===== src/hw/rtl/i2cm_pkg.sv =====
// Shared types and constants for the I2C master transaction block.
`timescale 1ns / 1ps
package i2cm_pkg;

	typedef enum logic [3:0] {
		PH_IDLE  = 4'd0,
		PH_S1    = 4'd1,
		PH_S2    = 4'd2,
		PH_S3    = 4'd3,
		PH_WAITD = 4'd4,
		PH_BLOW  = 4'd5,
		PH_BHIGH = 4'd6,
		PH_ALOW  = 4'd7,
		PH_AHIGH = 4'd8,
		PH_P1    = 4'd9,
		PH_P2    = 4'd10,
		PH_P3    = 4'd11
	} phase_t;

	localparam int CFG_IDX_W = 3;
	localparam logic [CFG_IDX_W-1:0] CFG_DEVICE_ADDRESS   = 3'd0;
	localparam logic [CFG_IDX_W-1:0] CFG_LOW_TICKS        = 3'd1;
	localparam logic [CFG_IDX_W-1:0] CFG_HIGH_TICKS       = 3'd2;
	localparam logic [CFG_IDX_W-1:0] CFG_START_HOLD_TICKS = 3'd3;
	localparam logic [CFG_IDX_W-1:0] CFG_STOP_HOLD_TICKS  = 3'd4;

	localparam logic [6:0]  RST_DEVICE_ADDRESS   = 7'd16;
	localparam logic [15:0] RST_LOW_TICKS        = 16'd70;
	localparam logic [15:0] RST_HIGH_TICKS       = 16'd26;
	localparam logic [15:0] RST_START_HOLD_TICKS = 16'd24;
	localparam logic [15:0] RST_STOP_HOLD_TICKS  = 16'd50;

	typedef struct packed {
		logic       start_request;
		logic       operation;
		logic [7:0] byte_count;
		logic [7:0] write_byte;
		logic       write_byte_valid;
		logic       sda_sample;
	} cmd_item_t;

	typedef struct packed {
		logic       scl_level;
		logic       sda_level;
		logic       sda_drive;
		logic [7:0] read_byte;
		logic       read_valid;
		logic       read_last;
		logic       write_taken;
		logic       ack_status;
		logic       busy_res;
		logic       done_res;
	} res_item_t;

endpackage


===== src/hw/rtl/i2cm_if.sv =====
// Channel interfaces: tick commands, per-tick results and register writes.
`timescale 1ns / 1ps
interface i2cm_cmd_if;
	logic       valid;
	logic       ready;
	logic       start_request;
	logic       operation;
	logic [7:0] byte_count;
	logic [7:0] write_byte;
	logic       write_byte_valid;
	logic       sda_sample;

	modport source (output valid, start_request, operation, byte_count, write_byte,
		write_byte_valid, sda_sample, input ready);
	modport sink (input valid, start_request, operation, byte_count, write_byte,
		write_byte_valid, sda_sample, output ready);
endinterface

interface i2cm_res_if;
	logic       valid;
	logic       ready;
	logic       scl_level;
	logic       sda_level;
	logic       sda_drive;
	logic [7:0] read_byte;
	logic       read_valid;
	logic       read_last;
	logic       write_taken;
	logic       ack_status;
	logic       busy_res;
	logic       done_res;

	modport source (output valid, scl_level, sda_level, sda_drive, read_byte, read_valid,
		read_last, write_taken, ack_status, busy_res, done_res, input ready);
	modport sink (input valid, scl_level, sda_level, sda_drive, read_byte, read_valid,
		read_last, write_taken, ack_status, busy_res, done_res, output ready);
endinterface

interface i2cm_cfg_if;
	logic        valid;
	logic        ready;
	logic [2:0]  index;
	logic [15:0] data;

	modport source (output valid, index, data, input ready);
	modport sink (input valid, index, data, output ready);
endinterface


===== src/hw/rtl/i2cm_queue.sv =====
// Front end: accepts tick commands into a two-entry queue.
`timescale 1ns / 1ps
module i2cm_queue (
	input  logic                 clk,
	input  logic                 arst_n,
	i2cm_cmd_if.sink             cmd,
	output logic                 q_valid,
	output i2cm_pkg::cmd_item_t  q_item,
	input  logic                 q_pop
);
	import i2cm_pkg::*;

	cmd_item_t  mem_q [2];
	logic       wr_ptr_q;
	logic       rd_ptr_q;
	logic [1:0] count_q;
	logic       push;
	logic       pop;

	assign cmd.ready = (count_q != 2'd2);
	assign push      = cmd.valid && cmd.ready;
	assign q_valid   = (count_q != 2'd0);
	assign pop       = q_pop && q_valid;
	assign q_item    = mem_q[rd_ptr_q];

	always_ff @(posedge clk) begin
		if (push) begin
			mem_q[wr_ptr_q] <= '{
				start_request:    cmd.start_request,
				operation:        cmd.operation,
				byte_count:       cmd.byte_count,
				write_byte:       cmd.write_byte,
				write_byte_valid: cmd.write_byte_valid,
				sda_sample:       cmd.sda_sample
			};
		end
	end

	always_ff @(posedge clk or negedge arst_n) begin
		if (!arst_n) begin
			wr_ptr_q <= 1'b0;
			rd_ptr_q <= 1'b0;
			count_q  <= 2'd0;
		end else begin
			if (push) wr_ptr_q <= ~wr_ptr_q;
			if (pop) rd_ptr_q <= ~rd_ptr_q;
			case ({push, pop})
				2'b10:   count_q <= count_q + 2'd1;
				2'b01:   count_q <= count_q - 2'd1;
				default: count_q <= count_q;
			endcase
		end
	end
endmodule


===== src/hw/rtl/i2cm_seq.sv =====
// Back end: bus sequencer, configuration registers and result register.
`timescale 1ns / 1ps
module i2cm_seq (
	input  logic                 clk,
	input  logic                 arst_n,
	input  logic                 q_valid,
	input  i2cm_pkg::cmd_item_t  q_item,
	output logic                 q_pop,
	i2cm_cfg_if.sink             cfg,
	i2cm_res_if.source           res
);
	import i2cm_pkg::*;

	logic [6:0]  dev_addr_q;
	logic [15:0] low_ticks_q;
	logic [15:0] high_ticks_q;
	logic [15:0] start_hold_q;
	logic [15:0] stop_hold_q;

	phase_t      phase_q, phase_d;
	logic [15:0] tick_q, tick_d;
	logic [2:0]  bit_q, bit_d;
	logic [7:0]  bytes_q, bytes_d;
	logic [7:0]  shift_q, shift_d;
	logic        dir_q, dir_d;
	logic        ack_q, ack_d;
	logic        saddr_q, saddr_d;

	res_item_t   out_q, res_d;
	logic        out_valid_q;

	logic        tx;
	logic [15:0] len;
	logic        at_end;
	logic        scl, sda, drv;
	logic [7:0]  bytes_nx;

	assign cfg.ready = 1'b1;
	assign q_pop     = q_valid && (!out_valid_q || res.ready);

	always_ff @(posedge clk or negedge arst_n) begin
		if (!arst_n) begin
			dev_addr_q   <= RST_DEVICE_ADDRESS;
			low_ticks_q  <= RST_LOW_TICKS;
			high_ticks_q <= RST_HIGH_TICKS;
			start_hold_q <= RST_START_HOLD_TICKS;
			stop_hold_q  <= RST_STOP_HOLD_TICKS;
		end else if (cfg.valid) begin
			unique case (cfg.index)
				CFG_DEVICE_ADDRESS:   dev_addr_q   <= cfg.data[6:0];
				CFG_LOW_TICKS:        low_ticks_q  <= cfg.data;
				CFG_HIGH_TICKS:       high_ticks_q <= cfg.data;
				CFG_START_HOLD_TICKS: start_hold_q <= cfg.data;
				CFG_STOP_HOLD_TICKS:  stop_hold_q  <= cfg.data;
				default: ;
			endcase
		end
	end

	always_ff @(posedge clk or negedge arst_n) begin
		if (!arst_n) begin
			phase_q <= PH_IDLE;
			tick_q  <= 16'd0;
			bit_q   <= 3'd7;
			bytes_q <= 8'd0;
			shift_q <= 8'd0;
			dir_q   <= 1'b0;
			ack_q   <= 1'b0;
			saddr_q <= 1'b0;
		end else if (q_pop) begin
			phase_q <= phase_d;
			tick_q  <= tick_d;
			bit_q   <= bit_d;
			bytes_q <= bytes_d;
			shift_q <= shift_d;
			dir_q   <= dir_d;
			ack_q   <= ack_d;
			saddr_q <= saddr_d;
		end
	end

	always_ff @(posedge clk or negedge arst_n) begin
		if (!arst_n) begin
			out_valid_q <= 1'b0;
		end else if (q_pop) begin
			out_valid_q <= 1'b1;
		end else if (res.ready) begin
			out_valid_q <= 1'b0;
		end
	end

	always_ff @(posedge clk) begin
		if (q_pop) out_q <= res_d;
	end

	always_comb begin
		unique case (phase_q)
			PH_S1, PH_S2, PH_S3, PH_P2: len = start_hold_q;
			PH_BLOW, PH_ALOW, PH_P1:    len = low_ticks_q;
			PH_BHIGH, PH_AHIGH:         len = high_ticks_q;
			PH_P3:                      len = stop_hold_q;
			default:                    len = 16'd1;
		endcase
	end

	always_comb begin
		tx       = saddr_q || !dir_q;
		at_end   = ({1'b0, tick_q} + 17'd1) >= {1'b0, len};
		bytes_nx = (!saddr_q && bytes_q != 8'd0) ? bytes_q - 8'd1 : bytes_q;

		phase_d = phase_q;
		tick_d  = tick_q;
		bit_d   = bit_q;
		bytes_d = bytes_q;
		shift_d = shift_q;
		dir_d   = dir_q;
		ack_d   = ack_q;
		saddr_d = saddr_q;
		res_d   = '0;

		scl = 1'b1;
		sda = 1'b1;
		drv = 1'b1;
		unique case (phase_q)
			PH_S2: sda = 1'b0;
			PH_S3, PH_WAITD, PH_P1: begin
				scl = 1'b0;
				sda = 1'b0;
			end
			PH_BLOW, PH_BHIGH: begin
				scl = (phase_q == PH_BHIGH);
				if (tx) sda = shift_q[bit_q];
				else drv = 1'b0;
			end
			PH_ALOW, PH_AHIGH: begin
				scl = (phase_q == PH_AHIGH);
				if (tx) drv = 1'b0;
				else sda = (bytes_q == 8'd1);
			end
			PH_P2: sda = 1'b0;
			default: ;
		endcase

		if (!at_end && phase_q != PH_IDLE && phase_q != PH_WAITD) begin
			tick_d = tick_q + 16'd1;
		end else begin
			tick_d = 16'd0;
			unique case (phase_q)
				PH_IDLE: begin
					if (q_item.start_request) begin
						dir_d   = q_item.operation;
						bytes_d = q_item.byte_count;
						shift_d = {dev_addr_q, q_item.operation};
						saddr_d = 1'b1;
						bit_d   = 3'd7;
						phase_d = PH_S1;
					end
				end
				PH_S1: phase_d = PH_S2;
				PH_S2: phase_d = PH_S3;
				PH_S3: phase_d = PH_BLOW;
				PH_WAITD: begin
					if (q_item.write_byte_valid) begin
						shift_d           = q_item.write_byte;
						res_d.write_taken = 1'b1;
						bit_d             = 3'd7;
						phase_d           = PH_BLOW;
					end
				end
				PH_BLOW: phase_d = PH_BHIGH;
				PH_BHIGH: begin
					if (!tx) shift_d[bit_q] = q_item.sda_sample;
					bit_d   = bit_q - 3'd1;
					phase_d = (bit_q == 3'd0) ? PH_ALOW : PH_BLOW;
				end
				PH_ALOW: phase_d = PH_AHIGH;
				PH_AHIGH: begin
					if (tx) begin
						ack_d = q_item.sda_sample;
					end else begin
						res_d.read_valid = 1'b1;
						res_d.read_byte  = shift_q;
						res_d.read_last  = (bytes_q == 8'd1);
					end
					bytes_d = bytes_nx;
					saddr_d = 1'b0;
					bit_d   = 3'd7;
					if (bytes_nx == 8'd0) begin
						phase_d = PH_P1;
					end else if (!dir_q) begin
						phase_d = PH_WAITD;
					end else begin
						shift_d = 8'd0;
						phase_d = PH_BLOW;
					end
				end
				PH_P1: phase_d = PH_P2;
				PH_P2: phase_d = PH_P3;
				PH_P3: begin
					res_d.done_res = 1'b1;
					phase_d        = PH_IDLE;
				end
				default: phase_d = PH_IDLE;
			endcase
		end

		res_d.scl_level  = scl;
		res_d.sda_level  = drv ? sda : 1'b1;
		res_d.sda_drive  = drv;
		res_d.ack_status = ack_d;
		res_d.busy_res   = (phase_d != PH_IDLE);
	end

	assign res.valid       = out_valid_q;
	assign res.scl_level   = out_q.scl_level;
	assign res.sda_level   = out_q.sda_level;
	assign res.sda_drive   = out_q.sda_drive;
	assign res.read_byte   = out_q.read_byte;
	assign res.read_valid  = out_q.read_valid;
	assign res.read_last   = out_q.read_last;
	assign res.write_taken = out_q.write_taken;
	assign res.ack_status  = out_q.ack_status;
	assign res.busy_res    = out_q.busy_res;
	assign res.done_res    = out_q.done_res;
endmodule


===== src/hw/rtl/i2c_master_transaction.sv =====
// Top level of the tick-driven I2C master transaction block.
//
// Each cmd transaction is one time tick: start request, direction, byte
// count, the next write byte with its valid flag and the sampled SDA level.
// Each tick yields exactly one res transaction: SCL/SDA levels and SDA
// enable for that tick, a completed read byte, write-byte taken, last
// acknowledge, busy and done flags. Ticks and results stay in order.
// Register writes on cfg (index 0 device address, 1 low ticks, 2 high
// ticks, 3 start hold ticks, 4 stop hold ticks) are taken every cycle and
// belong in idle periods; other indexes are ignored.
// Each accepted tick passes through the queue and then the result register
// before its result is offered on res. Throughput: one tick per cycle while
// the receiver takes each result, as the sequencer steps once per tick.
// A two-entry queue decouples cmd from the sequencer; a result register
// holds res while the receiver stalls, and cmd backs up once the queue
// fills. Reset (arst_n low) returns the bus to idle, empties the queue and
// result register, and restores the register defaults.
`timescale 1ns / 1ps
module i2c_master_transaction (
	input  logic       clk,
	input  logic       arst_n,
	i2cm_cmd_if.sink   cmd,
	i2cm_res_if.source res,
	i2cm_cfg_if.sink   cfg
);
	import i2cm_pkg::*;

	logic      q_valid;
	logic      q_pop;
	cmd_item_t q_item;

	i2cm_queue u_queue (
		.clk     (clk),
		.arst_n  (arst_n),
		.cmd     (cmd),
		.q_valid (q_valid),
		.q_item  (q_item),
		.q_pop   (q_pop)
	);

	i2cm_seq u_seq (
		.clk     (clk),
		.arst_n  (arst_n),
		.q_valid (q_valid),
		.q_item  (q_item),
		.q_pop   (q_pop),
		.cfg     (cfg),
		.res     (res)
	);
endmodule


===== src/flat_wrapper.sv =====
// flat-port wrapper written by rule: the top's interface ports become plain ports
module i2c_master_transaction_flat import i2cm_pkg::*;
  (clk, arst_n, cmd_valid, cmd_start_request, cmd_operation, cmd_byte_count, cmd_write_byte, cmd_write_byte_valid, cmd_sda_sample, cmd_ready, res_valid, res_scl_level, res_sda_level, res_sda_drive, res_read_byte, res_read_valid, res_read_last, res_write_taken, res_ack_status, res_busy_res, res_done_res, res_ready, cfg_valid, cfg_index, cfg_data, cfg_ready);
  i2cm_cmd_if cmd_i ();
  i2cm_res_if res_i ();
  i2cm_cfg_if cfg_i ();
  input  logic clk;
  input  logic arst_n;
  input wire logic [$bits(cmd_i.valid)-1:0] cmd_valid;
  input wire logic [$bits(cmd_i.start_request)-1:0] cmd_start_request;
  input wire logic [$bits(cmd_i.operation)-1:0] cmd_operation;
  input wire logic [$bits(cmd_i.byte_count)-1:0] cmd_byte_count;
  input wire logic [$bits(cmd_i.write_byte)-1:0] cmd_write_byte;
  input wire logic [$bits(cmd_i.write_byte_valid)-1:0] cmd_write_byte_valid;
  input wire logic [$bits(cmd_i.sda_sample)-1:0] cmd_sda_sample;
  output wire logic [$bits(cmd_i.ready)-1:0] cmd_ready;
  output wire logic [$bits(res_i.valid)-1:0] res_valid;
  output wire logic [$bits(res_i.scl_level)-1:0] res_scl_level;
  output wire logic [$bits(res_i.sda_level)-1:0] res_sda_level;
  output wire logic [$bits(res_i.sda_drive)-1:0] res_sda_drive;
  output wire logic [$bits(res_i.read_byte)-1:0] res_read_byte;
  output wire logic [$bits(res_i.read_valid)-1:0] res_read_valid;
  output wire logic [$bits(res_i.read_last)-1:0] res_read_last;
  output wire logic [$bits(res_i.write_taken)-1:0] res_write_taken;
  output wire logic [$bits(res_i.ack_status)-1:0] res_ack_status;
  output wire logic [$bits(res_i.busy_res)-1:0] res_busy_res;
  output wire logic [$bits(res_i.done_res)-1:0] res_done_res;
  input wire logic [$bits(res_i.ready)-1:0] res_ready;
  input wire logic [$bits(cfg_i.valid)-1:0] cfg_valid;
  input wire logic [$bits(cfg_i.index)-1:0] cfg_index;
  input wire logic [$bits(cfg_i.data)-1:0] cfg_data;
  output wire logic [$bits(cfg_i.ready)-1:0] cfg_ready;
  assign cmd_i.valid = cmd_valid;
  assign cmd_i.start_request = cmd_start_request;
  assign cmd_i.operation = cmd_operation;
  assign cmd_i.byte_count = cmd_byte_count;
  assign cmd_i.write_byte = cmd_write_byte;
  assign cmd_i.write_byte_valid = cmd_write_byte_valid;
  assign cmd_i.sda_sample = cmd_sda_sample;
  assign cmd_ready = cmd_i.ready;
  assign res_valid = res_i.valid;
  assign res_scl_level = res_i.scl_level;
  assign res_sda_level = res_i.sda_level;
  assign res_sda_drive = res_i.sda_drive;
  assign res_read_byte = res_i.read_byte;
  assign res_read_valid = res_i.read_valid;
  assign res_read_last = res_i.read_last;
  assign res_write_taken = res_i.write_taken;
  assign res_ack_status = res_i.ack_status;
  assign res_busy_res = res_i.busy_res;
  assign res_done_res = res_i.done_res;
  assign res_i.ready = res_ready;
  assign cfg_i.valid = cfg_valid;
  assign cfg_i.index = cfg_index;
  assign cfg_i.data = cfg_data;
  assign cfg_ready = cfg_i.ready;
  i2c_master_transaction u_core (.clk(clk), .arst_n(arst_n), .cmd(cmd_i), .res(res_i), .cfg(cfg_i));
endmodule

===== config.mk =====
export PLATFORM = sky130hd
export DESIGN_NAME = i2c_master_transaction_flat
export DESIGN_NICKNAME = d
export VERILOG_FILES = /design/src/hw/rtl/i2cm_pkg.sv /design/src/hw/rtl/i2cm_if.sv /design/src/hw/rtl/i2cm_queue.sv /design/src/hw/rtl/i2cm_seq.sv /design/src/hw/rtl/i2c_master_transaction.sv /design/src/flat_wrapper.sv
export SDC_FILE = /design/constraint.sdc
export NUM_CORES = 1
export LEC_CHECK = 0
export ABC_AREA = 1
export BUFFER_PORTS_ARGS = -buffer_cell sky130_fd_sc_hd__buf_2
export CORE_MARGIN = 2
export CORE_UTILIZATION = 50
export CTS_BUF_LIST = sky130_fd_sc_hd__clkbuf_8
export DETAILED_ROUTE_END_ITERATION = 16
export PLACE_DENSITY = 0.79
export SLEW_MARGIN = 20
export SYNTH_ARGS = -nofsm -noshare
export SYNTH_HDL_FRONTEND = slang
export SYNTH_HIERARCHICAL = 1
export SYNTH_SLANG_ARGS = --single-unit

===== constraint.sdc =====
create_clock -name clk -period 3.1 [get_ports clk]
set_input_delay 0.31 -clock clk [delete_from_list [all_inputs] [get_ports clk]]
set_output_delay 0.31 -clock clk [all_outputs]
set_load 0.03 [all_outputs]

==> qor.yml <==
status: "finished with violations"
violations: "negative setup slack"
mostFrequentLayoutCell: "nand2_1"
peakVddDrop_v: 0.000556
dp_hpwl_um: 14800
synth_edf_count: 57
rsz0062_at_grt: "true"
grt_usage: 0.222
period_share: 1.06
fin_crit_ps: 3280
drt_iter0_drc: 636
async_flop_share: 0.674
synth_area_sq_mm: 0.00900
post-route-worst-setup-slack_ps: -180
ys.flop_type: "dfrtp_1"
antenna_found_initial: 0
maxCapViolCount: 0
drtPass1Iterations: 5
cts.sinks: 175
timing.rr.start: "u_core/u_seq/tick_q[2]$_DFFE_PN0P_"
start_kind: "flip-flop"
syn_nets: 1108
grt_overflow_total: 0
ant_nets: 0
hold_path_class: "in -> reg"
synth-seq-cells: 175
port_buffers: 62
grt_pass1_vias: 7182
hold_viol: 0
pwr_density_cell_mw_per_mm2: 990
root_buffer: "clkbuf_8"
hp-start: "cmd_byte_count[7]"
finalWirelength_um: 22200
fin_worst_skew_ps: 16.3
dpl_worst_slack_ps: -47.2
routed_via_density: 5.52
synthDistinctLibCells: 48
finalSetupViolCount: 52
path_max_fanout: 9
arrival_ps: 3690
synthCells: 1042
fin_setup_tns_ps: -4720
drv_slew: 0
cts_buffer_depth: 2
crit_start: "u_core/u_seq/tick_q[2]$_DFFE_PN0P_"
synth_top_area_frac: 0.286
worst_pin_slew_ps: 980
path_class: "reg -> reg"
initial_core_util: 0.506
design.die.area_sq_mm: 0.0191
final_layout_size_suffix_gt1_frac: 0.263
fmax_mhz: 305
yosysSeqAreaShare: 0.521
r2r_cells: 21
antennaDiodeCount: 0
yosys-top-cells-area: "dfrtp_1 29%, edfxtp_1 19%, nand2_1 12%, o21ai_0 6.1%, inv_1 5.2%"
path_clk_slew_ps: 100
placed_cells: 1350
area_delta_synth_final_pct: 21.4
leakagePower_nw: 5.21
wl_per_cell_um: 15.8
cts_tree: "built"
required_ps: 3510
cp-endpoint: "u_core/u_seq/shift_q[3]$_DFFE_PN0P_"
io_pins: 64
grt_max_degree: 61
yosysWarnings: 6
cts_buffers: 17
layout_common_cells: "279 x nand2_1, 119 x inv_1, 100 x dfrtp_1, 100 x o21ai_0, 64 x buf_4"
layoutNonFillerInstCount: 1409
drc: 0
gp_congestion: 0.990
core_area_sq_mm: 0.0178
synth_top_area_cell: "dfrtp_1"
htreeDepth: 4
avgSynthCellArea_sq_um: 8.63
dieHeight_um: 138
insertion_delay_ps: 480
grt_pass1_wl_um: 34500
r2r-end: "u_core/u_seq/shift_q[3]$_DFFE_PN0P_"
die_w_um: 138
layout.nets: 1233
crit_path_end_kind: "flip-flop"
relSlewSlack: 0.345
num_rows: 49
r2r_setup_slack_ps: -180
route.vias.total: 7778
[sequential cells by signal, summed over array words and instances (netlist names), 2 cells and up]
signal and flops:
u_core/u_seq/dev_addr_q 7, u_core/u_seq/bit_q 3, u_core/u_seq/shift_q 8, u_core/u_seq/phase_q 4
u_core/u_seq/stop_hold_q 16, u_core/u_queue/count_q 2, u_core/u_seq/high_ticks_q 16, u_core/u_seq/start_hold_q 16
u_core/u_seq/low_ticks_q 16, u_core/u_seq/bytes_q 8, u_core/u_seq/tick_q 16, u_core/u_seq/res.read_byte 8
u_core/u_queue/mem_q 40
[through the flow]
stage	hold WS, ps	total power [mW]	util	cell area, sq um
after CTS	5.04	9.93	0.583	10400
after floorplan	14.4	6.65	-	9000
after global placement	456	7.96	0.553	9840
after detailed placement	462	8.09	0.553	9840
final	22.3	10.8	0.614	10900
after global routing	4.36	11.5	0.614	10900
[where the power goes]
group | internal [mW] | switching, mW
Sequential | 3.09 | 0.417
Clock | 0.843 | 0.927
Combinational | 2.13 | 3.41
[cell usage after synthesis (7+ instances only)]
| master | instances |
|---|---|
| o21ai_2 | 9 |
| xor2_1 | 10 |
| buf_2 | 10 |
| a21oi_1 | 12 |
| dfrtp_1 | 103 |
| a221oi_1 | 15 |
| edfxtp_1 | 57 |
| o21ai_0 | 109 |
| inv_2 | 13 |
| ha_1 | 22 |
| nand2_1 | 296 |
| o21ai_1 | 7 |
| a21boi_0 | 8 |
| o211ai_1 | 7 |
| clkbuf_1 | 18 |
| nor2_2 | 8 |
| nand4_1 | 16 |
| nor2_1 | 45 |
| dfstp_2 | 15 |
| inv_1 | 125 |
| nand3_1 | 61 |
| o22ai_1 | 18 |
[critical path, cell delays in order (launching register included)]
cell and delay (ps):
dfrtp_1 450, nand3_2 140, nor2_4 110, nand2_2 80, nor2_4 120, nand2_2 80, nor3_4 230, buf_4 150
xor2_1 200, inv_1 90, ha_1 290, nand2_2 70, nor2_1 160, a211oi_2 50, nand2_1 90, nand2_2 70
nand2_4 130, nand2_4 80, nor2_4 210, buf_12 150, nand4_1 110, nand2_1 110
[worst min-delay path by stage]
stage,cells after the start,slack (ps),endpoint
after floorplan,0,10,u_core/u_queue/count_q[0]$_DFFE_PN0P_
after global placement,1,460,u_core/u_seq/stop_hold_q[8]$_DFFE_PN0P_
after detailed placement,2,460,u_core/u_seq/shift_q[7]$_DFFE_PN0P_
after CTS,1,5,u_core/u_queue/mem_q[1][16]$_DFFE_PP_
after global routing,1,4,u_core/u_queue/mem_q[1][16]$_DFFE_PP_
final,1,20,u_core/u_queue/mem_q[1][17]$_DFFE_PP_
[metal layers]
| metal | part of all wire | up-vias | global-route usage |
|---|---|---|---|
| li1 | - | 3707 | - |
| met1 | 0.41 | 3707 | 0.283 |
| met2 | 0.50 | 294 | 0.377 |
| met3 | 0.051 | 70 | 0.0367 |
| met4 | 0.038 | 0 | 0.0983 |
| met5 | 0 | - | 0 |
[cells by family (layout without fill, tap and decap cells)]
group / Yosys count / after routing / share of synthesized area
AND/OR/NAND/NOR: 459 / 461 / 0.225
adder cells (fa/ha/maj): 22 / 22 / 0.0306
AO/OA/AOI/OAI: 197 / 197 / 0.131
other: 1 / 1 / 0.000417
XOR/XNOR: 11 / 11 / 0.0107
buffers and inverters: 177 / 313 / 0.0816
flip-flops: 175 / 175 / 0.521
[cell type report]
type,count,area [sq um]
timing repair buffer,141,993
sequential,175,4690
fill,1490,6860
multi-input combinational,692,3960
clock buffer,17,234
clock inverter,15,211
tap,229,287
inverter,140,546
[what timing repair did]
item,4_1_cts,5_1_grt
endpoints found under the setup margin,21,55
hold buffers,4,0
pin swaps,0,27
gates cloned,1,2
setup buffers,0,20
resized for setup,8,101
endpoints found under the hold margin,52,0
Power figures use the tool's default switching activity.
